--- src/frustum_cull_tester_defines.svh ---
// Assertion macros shared by the frustum cull tester RTL.
`ifndef FRUSTUM_CULL_TESTER_DEFINES_SVH
`define FRUSTUM_CULL_TESTER_DEFINES_SVH

// Same-cycle implication, sampled on clk, off during reset.
`define FCT_ASSERT_IMP(lbl, ante, cons, msg) \
    lbl: assert property (@(posedge clk) disable iff (!rst_n) (ante) |-> (cons)) \
        else $error(msg);

// Next-cycle implication, sampled on clk, off during reset.
`define FCT_ASSERT_NEXT(lbl, ante, cons, msg) \
    lbl: assert property (@(posedge clk) disable iff (!rst_n) (ante) |=> (cons)) \
        else $error(msg);

`endif

--- src/fct_pkg.sv ---
// Shared constants, codes and types of the frustum cull tester.
package fct_pkg;

    localparam int NUM_PLANES_DEF  = 6;
    localparam int COORD_BITS_DEF  = 32;
    localparam int FRAC_BITS_DEF   = 16;
    localparam int COEF_BITS       = 32;
    localparam int NUM_COEFS       = 4;
    localparam int NUM_CORNERS     = 8;

    // Item kinds
    localparam logic [1:0] KIND_WRITE  = 2'd0;
    localparam logic [1:0] KIND_SPHERE = 2'd1;
    localparam logic [1:0] KIND_BOX    = 2'd2;

    // Coefficient indexes within a plane
    localparam logic [1:0] COEF_A = 2'd0;
    localparam logic [1:0] COEF_B = 2'd1;
    localparam logic [1:0] COEF_C = 2'd2;
    localparam logic [1:0] COEF_D = 2'd3;

    // One step issued to the dot product unit
    typedef struct packed {
        logic valid;
        logic first;      // coefficient a: restart the sum
        logic last;       // coefficient d: sum complete after this term
        logic use_const;  // add (d + radius) << frac instead of a product
        logic plane_end;  // last corner of the current plane
        logic query_end;  // last corner of the last plane
    } dot_op_t;

    // One finished plane distance
    typedef struct packed {
        logic valid;
        logic neg;
        logic plane_end;
        logic query_end;
    } dot_res_t;

endpackage

--- src/frustum_cull_tester.sv ---
// Top level of the frustum cull tester: sequencer, plane store and dot product unit.
//
// Frustum cull tester for spheres and axis-aligned boxes. A write beat
// (kind 0) stores one Q16.16 coefficient of one plane and returns nothing;
// writes to planes at or beyond NUM_PLANES and beats of kind 3 are dropped.
// A sphere or box query returns one beat with visible and fully_inside.
// Each plane distance is summed exactly by one shared multiply-accumulate
// unit, one coefficient term per cycle; a box query tests all eight corners
// against every plane. in_ready is low while a query runs; a finished result
// sits in the output register, and the block takes new beats while it waits
// there. Distances of exactly zero pass a plane.
`include "frustum_cull_tester_defines.svh"
module frustum_cull_tester import fct_pkg::*; #(
    parameter int NUM_PLANES = NUM_PLANES_DEF,
    parameter int COORD_BITS = COORD_BITS_DEF,
    parameter int FRAC_BITS  = FRAC_BITS_DEF
) (
    input  logic                         clk,
    input  logic                         rst_n,
    input  logic                         in_valid,
    output logic                         in_ready,
    input  logic [1:0]                   kind,
    input  logic [2:0]                   plane_index,
    input  logic [1:0]                   coef_index,
    input  logic signed [COEF_BITS-1:0]  coef_value,
    input  logic signed [COORD_BITS-1:0] point_x,
    input  logic signed [COORD_BITS-1:0] point_y,
    input  logic signed [COORD_BITS-1:0] point_z,
    input  logic [COORD_BITS-2:0]        radius,
    input  logic signed [COORD_BITS-1:0] max_x,
    input  logic signed [COORD_BITS-1:0] max_y,
    input  logic signed [COORD_BITS-1:0] max_z,
    output logic                         out_valid,
    input  logic                         out_ready,
    output logic                         visible,
    output logic                         fully_inside
);

    localparam int PIDX_W = (NUM_PLANES > 1) ? $clog2(NUM_PLANES) : 1;

    localparam logic [1:0] ST_IDLE  = 2'd0;
    localparam logic [1:0] ST_RUN   = 2'd1;
    localparam logic [1:0] ST_DRAIN = 2'd2;
    localparam logic [1:0] ST_DONE  = 2'd3;

    logic [1:0]                   state_reg, state_next;
    logic                         is_box_reg;
    logic signed [COORD_BITS-1:0] lo_x_reg, lo_y_reg, lo_z_reg;
    logic signed [COORD_BITS-1:0] hi_x_reg, hi_y_reg, hi_z_reg;
    logic [COORD_BITS-2:0]        radius_reg;
    logic [1:0]                   coef_cnt_reg;
    logic [2:0]                   corner_cnt_reg;
    logic [PIDX_W-1:0]            plane_cnt_reg;
    logic [3:0]                   behind_cnt_reg;
    logic                         vis_reg;
    logic                         inside_reg;
    logic                         out_valid_reg;
    logic                         out_visible_reg;
    logic                         out_inside_reg;

    logic                         accept;
    logic                         wr_en;
    logic                         start;
    logic                         coef_last;
    logic                         corner_last;
    logic                         plane_last;
    logic                         out_free;
    logic [3:0]                   n_corners;
    logic [3:0]                   behind_total;
    logic [COEF_BITS-1:0]         rd_data;
    logic signed [COORD_BITS-1:0] coord_sel;
    dot_op_t                      issue_op;
    dot_res_t                     dot_res;

    // Input handshake
    assign in_ready = (state_reg == ST_IDLE);
    assign accept   = in_valid && in_ready;
    assign wr_en    = accept && (kind == KIND_WRITE);
    assign start    = accept && ((kind == KIND_SPHERE) || (kind == KIND_BOX));

    // Loop bounds of the sequencer
    assign coef_last   = (coef_cnt_reg == COEF_D);
    assign corner_last = is_box_reg ? (corner_cnt_reg == 3'(NUM_CORNERS - 1))
                                    : (corner_cnt_reg == 3'd0);
    assign plane_last  = (plane_cnt_reg == PIDX_W'(NUM_PLANES - 1));
    assign n_corners   = is_box_reg ? 4'(NUM_CORNERS) : 4'd1;
    assign out_free    = !out_valid_reg || out_ready;

    // Pick the corner coordinate that goes with this coefficient
    always_comb
    begin
        unique case (coef_cnt_reg)
            COEF_A:  coord_sel = corner_cnt_reg[0] ? hi_x_reg : lo_x_reg;
            COEF_B:  coord_sel = corner_cnt_reg[1] ? hi_y_reg : lo_y_reg;
            COEF_C:  coord_sel = corner_cnt_reg[2] ? hi_z_reg : lo_z_reg;
            default: coord_sel = lo_x_reg;
        endcase
    end

    // Issue one term per cycle while running
    always_comb
    begin
        issue_op.valid     = (state_reg == ST_RUN);
        issue_op.first     = (coef_cnt_reg == COEF_A);
        issue_op.last      = coef_last;
        issue_op.use_const = coef_last;
        issue_op.plane_end = corner_last;
        issue_op.query_end = corner_last && plane_last;
    end

    fct_plane_store #(
        .NUM_PLANES (NUM_PLANES)
    ) u_store (
        .clk      (clk),
        .rst_n    (rst_n),
        .wr_en    (wr_en),
        .wr_plane (plane_index),
        .wr_coef  (coef_index),
        .wr_data  (coef_value),
        .rd_plane (plane_cnt_reg),
        .rd_coef  (coef_cnt_reg),
        .rd_data  (rd_data)
    );

    fct_dot_unit #(
        .COORD_BITS (COORD_BITS),
        .FRAC_BITS  (FRAC_BITS)
    ) u_dot (
        .clk    (clk),
        .rst_n  (rst_n),
        .op     (issue_op),
        .coef   ($signed(rd_data)),
        .coord  (coord_sel),
        .radius (radius_reg),
        .res    (dot_res)
    );

    assign behind_total = behind_cnt_reg + {3'b000, dot_res.neg};

    // Next state
    always_comb
    begin
        state_next = state_reg;
        unique case (state_reg)
            ST_IDLE:
            begin
                if (start)
                begin
                    state_next = ST_RUN;
                end
            end
            ST_RUN:
            begin
                if (coef_last && corner_last && plane_last)
                begin
                    state_next = ST_DRAIN;
                end
            end
            ST_DRAIN:
            begin
                if (dot_res.valid && dot_res.query_end)
                begin
                    state_next = ST_DONE;
                end
            end
            ST_DONE:
            begin
                if (out_free)
                begin
                    state_next = ST_IDLE;
                end
            end
            default: state_next = ST_IDLE;
        endcase
    end

    // Control state: sequencer, counters, verdict and output beat
    always_ff @(posedge clk or negedge rst_n)
    begin
        if (!rst_n)
        begin
            state_reg      <= ST_IDLE;
            is_box_reg     <= 1'b0;
            coef_cnt_reg   <= COEF_A;
            corner_cnt_reg <= 3'd0;
            plane_cnt_reg  <= '0;
            behind_cnt_reg <= 4'd0;
            vis_reg        <= 1'b1;
            inside_reg     <= 1'b0;
            out_valid_reg  <= 1'b0;
        end
        else
        begin
            state_reg <= state_next;

            // Open a query
            if (start)
            begin
                is_box_reg     <= (kind == KIND_BOX);
                vis_reg        <= 1'b1;
                inside_reg     <= (kind == KIND_BOX);
                behind_cnt_reg <= 4'd0;
            end

            // Advance coefficient, corner and plane
            if (state_reg == ST_RUN)
            begin
                coef_cnt_reg <= coef_cnt_reg + 2'd1;
                if (coef_last)
                begin
                    if (corner_last)
                    begin
                        corner_cnt_reg <= 3'd0;
                        plane_cnt_reg  <= plane_last ? '0 : plane_cnt_reg + PIDX_W'(1);
                    end
                    else
                    begin
                        corner_cnt_reg <= corner_cnt_reg + 3'd1;
                    end
                end
            end

            // Fold each finished distance into the verdict
            if (dot_res.valid)
            begin
                if (dot_res.neg)
                begin
                    inside_reg <= 1'b0;
                end
                if (dot_res.plane_end)
                begin
                    behind_cnt_reg <= 4'd0;
                    if (behind_total == n_corners)
                    begin
                        vis_reg    <= 1'b0;
                        inside_reg <= 1'b0;
                    end
                end
                else
                begin
                    behind_cnt_reg <= behind_total;
                end
            end

            // Output beat
            if ((state_reg == ST_DONE) && out_free)
            begin
                out_valid_reg <= 1'b1;
            end
            else if (out_ready)
            begin
                out_valid_reg <= 1'b0;
            end
        end
    end

    // Query operands and output payload
    always_ff @(posedge clk)
    begin
        if (start)
        begin
            lo_x_reg   <= point_x;
            lo_y_reg   <= point_y;
            lo_z_reg   <= point_z;
            hi_x_reg   <= max_x;
            hi_y_reg   <= max_y;
            hi_z_reg   <= max_z;
            radius_reg <= (kind == KIND_BOX) ? '0 : radius;
        end
        if ((state_reg == ST_DONE) && out_free)
        begin
            out_visible_reg <= vis_reg;
            out_inside_reg  <= inside_reg;
        end
    end

    assign out_valid    = out_valid_reg;
    assign visible      = out_visible_reg;
    assign fully_inside = out_inside_reg;

    // Checks
    `FCT_ASSERT_IMP(a_res_while_busy, dot_res.valid, (state_reg == ST_RUN) || (state_reg == ST_DRAIN), "distance result outside a query")
    `FCT_ASSERT_NEXT(a_end_to_done, dot_res.valid && dot_res.query_end, state_reg == ST_DONE, "last distance did not close the query")
    `FCT_ASSERT_IMP(a_cnt_parked, state_reg != ST_RUN, (coef_cnt_reg == COEF_A) && (corner_cnt_reg == 3'd0), "sequencer counters not parked")
    `FCT_ASSERT_IMP(a_behind_bound, 1'b1, behind_cnt_reg < n_corners, "behind count reached corner count")

endmodule

--- src/fct_plane_store.sv ---
// Plane coefficient register file, cleared at reset, one write and one read port.
module fct_plane_store import fct_pkg::*; #(
    parameter int NUM_PLANES = NUM_PLANES_DEF,
    localparam int PIDX_W    = (NUM_PLANES > 1) ? $clog2(NUM_PLANES) : 1
) (
    input  logic                 clk,
    input  logic                 rst_n,
    input  logic                 wr_en,
    input  logic [2:0]           wr_plane,
    input  logic [1:0]           wr_coef,
    input  logic [COEF_BITS-1:0] wr_data,
    input  logic [PIDX_W-1:0]    rd_plane,
    input  logic [1:0]           rd_coef,
    output logic [COEF_BITS-1:0] rd_data
);

    logic [COEF_BITS-1:0] store_reg [NUM_PLANES][NUM_COEFS];
    logic                 wr_hit;

    // Drop writes to planes beyond the store
    assign wr_hit = wr_en && ({1'b0, wr_plane} < 4'(NUM_PLANES));

    always_ff @(posedge clk or negedge rst_n)
    begin
        if (!rst_n)
        begin
            for (int p = 0; p < NUM_PLANES; p++)
            begin
                for (int k = 0; k < NUM_COEFS; k++)
                begin
                    store_reg[p][k] <= '0;
                end
            end
        end
        else if (wr_hit)
        begin
            store_reg[wr_plane[PIDX_W-1:0]][wr_coef] <= wr_data;
        end
    end

    assign rd_data = store_reg[rd_plane][rd_coef];

endmodule

--- src/fct_dot_unit.sv ---
// Shared multiply-accumulate unit: one term of a plane distance per cycle.
module fct_dot_unit import fct_pkg::*; #(
    parameter int COORD_BITS = COORD_BITS_DEF,
    parameter int FRAC_BITS  = FRAC_BITS_DEF
) (
    input  logic                         clk,
    input  logic                         rst_n,
    input  dot_op_t                      op,
    input  logic signed [COEF_BITS-1:0]  coef,
    input  logic signed [COORD_BITS-1:0] coord,
    input  logic [COORD_BITS-2:0]        radius,
    output dot_res_t                     res
);

    localparam int PROD_W  = COEF_BITS + COORD_BITS;
    localparam int SUM_W   = ((COEF_BITS > COORD_BITS) ? COEF_BITS : COORD_BITS) + 1;
    localparam int CONST_W = SUM_W + FRAC_BITS;
    localparam int ACC_W   = ((PROD_W > CONST_W) ? PROD_W : CONST_W) + 3;

    logic signed [PROD_W-1:0] mul_full;
    logic signed [SUM_W-1:0]  const_sum;
    logic signed [ACC_W-1:0]  const_term;
    logic signed [ACC_W-1:0]  term;
    logic signed [ACC_W-1:0]  sum;

    dot_op_t                  op_reg;
    logic signed [ACC_W-1:0]  term_reg;
    logic signed [ACC_W-1:0]  acc_reg;
    dot_res_t                 res_reg;

    // Form this step's term: a product, or the aligned offset d + radius
    assign mul_full   = PROD_W'(coef) * PROD_W'(coord);
    assign const_sum  = SUM_W'(coef) + SUM_W'($signed({1'b0, radius}));
    assign const_term = ACC_W'(const_sum) <<< FRAC_BITS;
    assign term       = op.use_const ? const_term : ACC_W'(mul_full);

    // Accumulate the registered term
    assign sum = op_reg.first ? term_reg : (acc_reg + term_reg);

    // Register the step's control fields
    always_ff @(posedge clk or negedge rst_n)
    begin
        if (!rst_n)
        begin
            op_reg <= '0;
        end
        else
        begin
            op_reg <= op;
        end
    end

    always_ff @(posedge clk)
    begin
        if (op.valid)
        begin
            term_reg <= term;
        end
        if (op_reg.valid)
        begin
            acc_reg <= sum;
        end
    end

    // Report the sign of each finished distance
    always_ff @(posedge clk or negedge rst_n)
    begin
        if (!rst_n)
        begin
            res_reg <= '0;
        end
        else
        begin
            res_reg.valid     <= op_reg.valid && op_reg.last;
            res_reg.neg       <= sum[ACC_W-1];
            res_reg.plane_end <= op_reg.plane_end;
            res_reg.query_end <= op_reg.query_end;
        end
    end

    assign res = res_reg;

endmodule

--- config.mk ---
export PLATFORM = sky130hd
export DESIGN_NAME = frustum_cull_tester
export DESIGN_NICKNAME = d
export VERILOG_FILES = /design/src/fct_pkg.sv /design/src/frustum_cull_tester.sv /design/src/fct_plane_store.sv /design/src/fct_dot_unit.sv
export VERILOG_INCLUDE_DIRS = /design/src /design/src/src
export SDC_FILE = /design/constraint.sdc
export NUM_CORES = 2
export LEC_CHECK = 0
export ABC_AREA = 1
export ABC_CLOCK_PERIOD_IN_PS = 16260
export BUFFER_PORTS_ARGS = -buffer_cell sky130_fd_sc_hd__buf_2
export CAP_MARGIN = 20
export CELL_PAD_IN_SITES_DETAIL_PLACEMENT = 1
export CELL_PAD_IN_SITES_GLOBAL_PLACEMENT = 1
export CORE_MARGIN = 2
export CORE_UTILIZATION = 45
export DETAILED_ROUTE_END_ITERATION = 7
export PLACE_DENSITY = 0.73
export RECOVER_POWER = 100
export SYNTH_ARGS = -nofsm -noshare
export SYNTH_HDL_FRONTEND = slang
export SYNTH_SLANG_ARGS = --single-unit
--- constraint.sdc ---
create_clock -name clk -period 16.26 [get_ports clk]
set_input_delay 0.813 -clock clk [delete_from_list [all_inputs] [get_ports clk]]
set_output_delay 0.813 -clock clk [all_outputs]
set_load 0.01 [all_outputs]
==> qor.yml <==
status: "finished, violations left"
violations: "max-capacitance violations, max-slew violations"
worstSetupStartpoint: "coef_cnt_reg[0]$_DFFE_PN0P_"
cts_setup_buffers: 0
synth_edf_count: 356
dp_hpwl_um: 274000
worstSetupStartpointType: "flop"
grt_overflow: 0
synth_common_cells: "2426 x nand2_1, 1463 x inv_1, 1240 x o21ai_0"
htree_levels: 4
gp_routability_congestion: 0.994
synth-main-ff-cell: "dfrtp_1"
skew_ps: 44.6
slew_headroom: -2.56
cp.required_ps: 16740
drc: 0
finalCritPeriodShare: 0.869
regToRegStartpoint: "coef_cnt_reg[0]$_DFFE_PN0P_"
largest_reg_flops: 768
cap_violations: 51
rows: 166
die_w_um: 459
ys_types: 63
crit_family: "adder cells"
wirelength_um: 375000
crit_top_cell: "fa_1"
yosys_register_bits: 1151
crit_type: "reg2reg"
synth.area.top_cells: "fa_1 23%, dfrtp_1 21%, edfxtp_1 11%"
grt_pass1_vias: 86840
hold_start: "point_x[20]"
grtUsageTotal: 0.358
nNetsFinal: 12469
cp_num_buf_inv: 9
hold_buffers: 0
met1_usage: 0.469
cp_num_cells: 28
cts_tree: "yes"
cts.sinks: 1151
drv_slew: 2870
finalSetupViolCount: 0
yosysMostFrequentCell: "nand2_1"
synthCells: 10833
fmax_mhz: 70.8
dr.pass1.iters: 5
area_delta_synth_final_pct: 8.24
start_util: 0.454
yosys_warnings: 0
min_period_ps: 14120
synth_top_cell_area_share: 0.233
max_stage_delay_ps: 1760
fill_cells: 24234
place.port_buffers: 269
rsz0062_at_grt: "false"
hold_viol_final: 0
wl_per_cell_um: 27.5
insertion_delay_ps: 820
drt_iter0_drc: 6836
drive_gt1_frac: 0.0714
worstMarginPinSlew_ps: 5330
crit_slowest_cell: "dfrtp_1"
clockBufferDepth: 3
hold_depth: 1
io_pins: 270
grt.busiest_layer: "met2"
num_vias: 79931
clk_pin_slew_ps: 60
grt.met2_usage: 0.579
grt_pass1_wl_um: 561000
cp.arrival_ps: 14600
synth_nets: 12480
hold_class: "in2reg"
worst_setup_path_end_kind: "flop"
via_per_inst: 5.87
post_synth_instance_area_mm2: 0.0931
core_area_mm2: 0.205
timing.critical_path.fanout_max: 34
antenna_found_initial: 24
grt_max_degree: 134
cts_resized: 0
yosysSeqAreaShare: 0.329
worstRegToRegCells: 28
fp.dieArea_mm2: 0.210
use_met3: 0.0721
finalSetupTns_ps: 0
root_buffer: "clkbuf_16"
numCtsBuffers: 135
drtAntennaViolNets: 0
synth_top_area_cell: "fa_1"
fp.dieH_um: 459
syn_area_per_cell_um2: 8.59
async_flop_share: 0.691
[path summary, 6_finish.rpt]
kind | to | slack [ps]
max in group asynchronous | u_store.store_reg[97]$_DFFE_PN0P_ | 4150
min reg2reg | u_dot.res[0]$_DFF_PN0_ | 340
min | lo_x_reg[20]$_DFFE_PP_ | 180
min in group asynchronous | u_store.store_reg[544]$_DFFE_PN0P_ | 1950
max reg2reg | u_dot.term_reg[24]$_DFFE_PP_ | 2140
max | u_dot.term_reg[24]$_DFFE_PP_ | 2140
[cell families after synthesis]
| family | share of synthesized area |
|---|---|
| adders and majority gates | 0.273 |
| muxes | 0.000108 |
| buffers and inverters | 0.0884 |
| xor gates and xnor gates | 0.00395 |
| and+or+nand+nor | 0.173 |
| AOI/OAI and AO/OA | 0.132 |
| DFF | 0.329 |
[final cells by class]
class | count | area (um2) | area share
Antenna cell | 12 | 30.0 | 0.000298
Clock inverter | 40 | 487 | 0.00483
Inverter | 1507 | 5670 | 0.0563
Sequential cell | 1151 | 30600 | 0.304
Timing Repair Buffer | 425 | 2310 | 0.0230
Tap cell | 2688 | 3360 | 0.0334
Clock buffer | 197 | 3900 | 0.0387
Multi-Input combinational cell | 7602 | 54400 | 0.540
[placed cells by master, fill, tap and decap left out, types with 16 or more instances in the layout]
cell type / n
xnor2_1: 19
fa_1: 1085
clkbuf_8: 20
o211ai_1: 82
nand2_2: 38
o221ai_1: 49
clkbuf_16: 139
o221a_2: 16
nor3_1: 36
nor2_1: 1057
clkbuf_1: 120
o21ai_1: 35
edfxtp_1: 356
or2_2: 80
nand4_1: 53
ha_1: 296
a22oi_1: 96
a21oi_2: 17
o21ai_0: 1239
buf_2: 237
a21oi_1: 429
nand3_1: 288
inv_2: 36
xor2_1: 23
nand2_1: 2413
o211a_1: 27
dfrtp_1: 791
o21a_1: 27
buf_4: 104
inv_1: 1460
nand3b_1: 28
o21bai_1: 35
[stage by stage]
step | setup slack, ps | instance area, um2 | cells | hold WS [ps] | util
3_3_place_gp | 4500 | 96600 | 13372 | 338 | 0.471
2_1_floorplan | 7490 | 93100 | 10833 | 331 | -
5_1_grt | 1970 | 101000 | 13615 | 145 | 0.491
6_report | 2140 | 101000 | 13622 | 179 | 0.491
3_5_place_dp | 4470 | 96600 | 13372 | 338 | 0.471
4_1_cts | 4440 | 101000 | 13609 | 22.5 | 0.492
[per-layer routing]
metal | part of all wire | vias to the layer above
met5 | 0.00038 | -
met4 | 0.047 | 22
met3 | 0.077 | 775
met2 | 0.46 | 3069
met1 | 0.41 | 41621
li1 | - | 34444
Power is left out: the tool's default activity adds up to more than one toggle a clock period on the data nets, which glitch-free logic cannot reach.
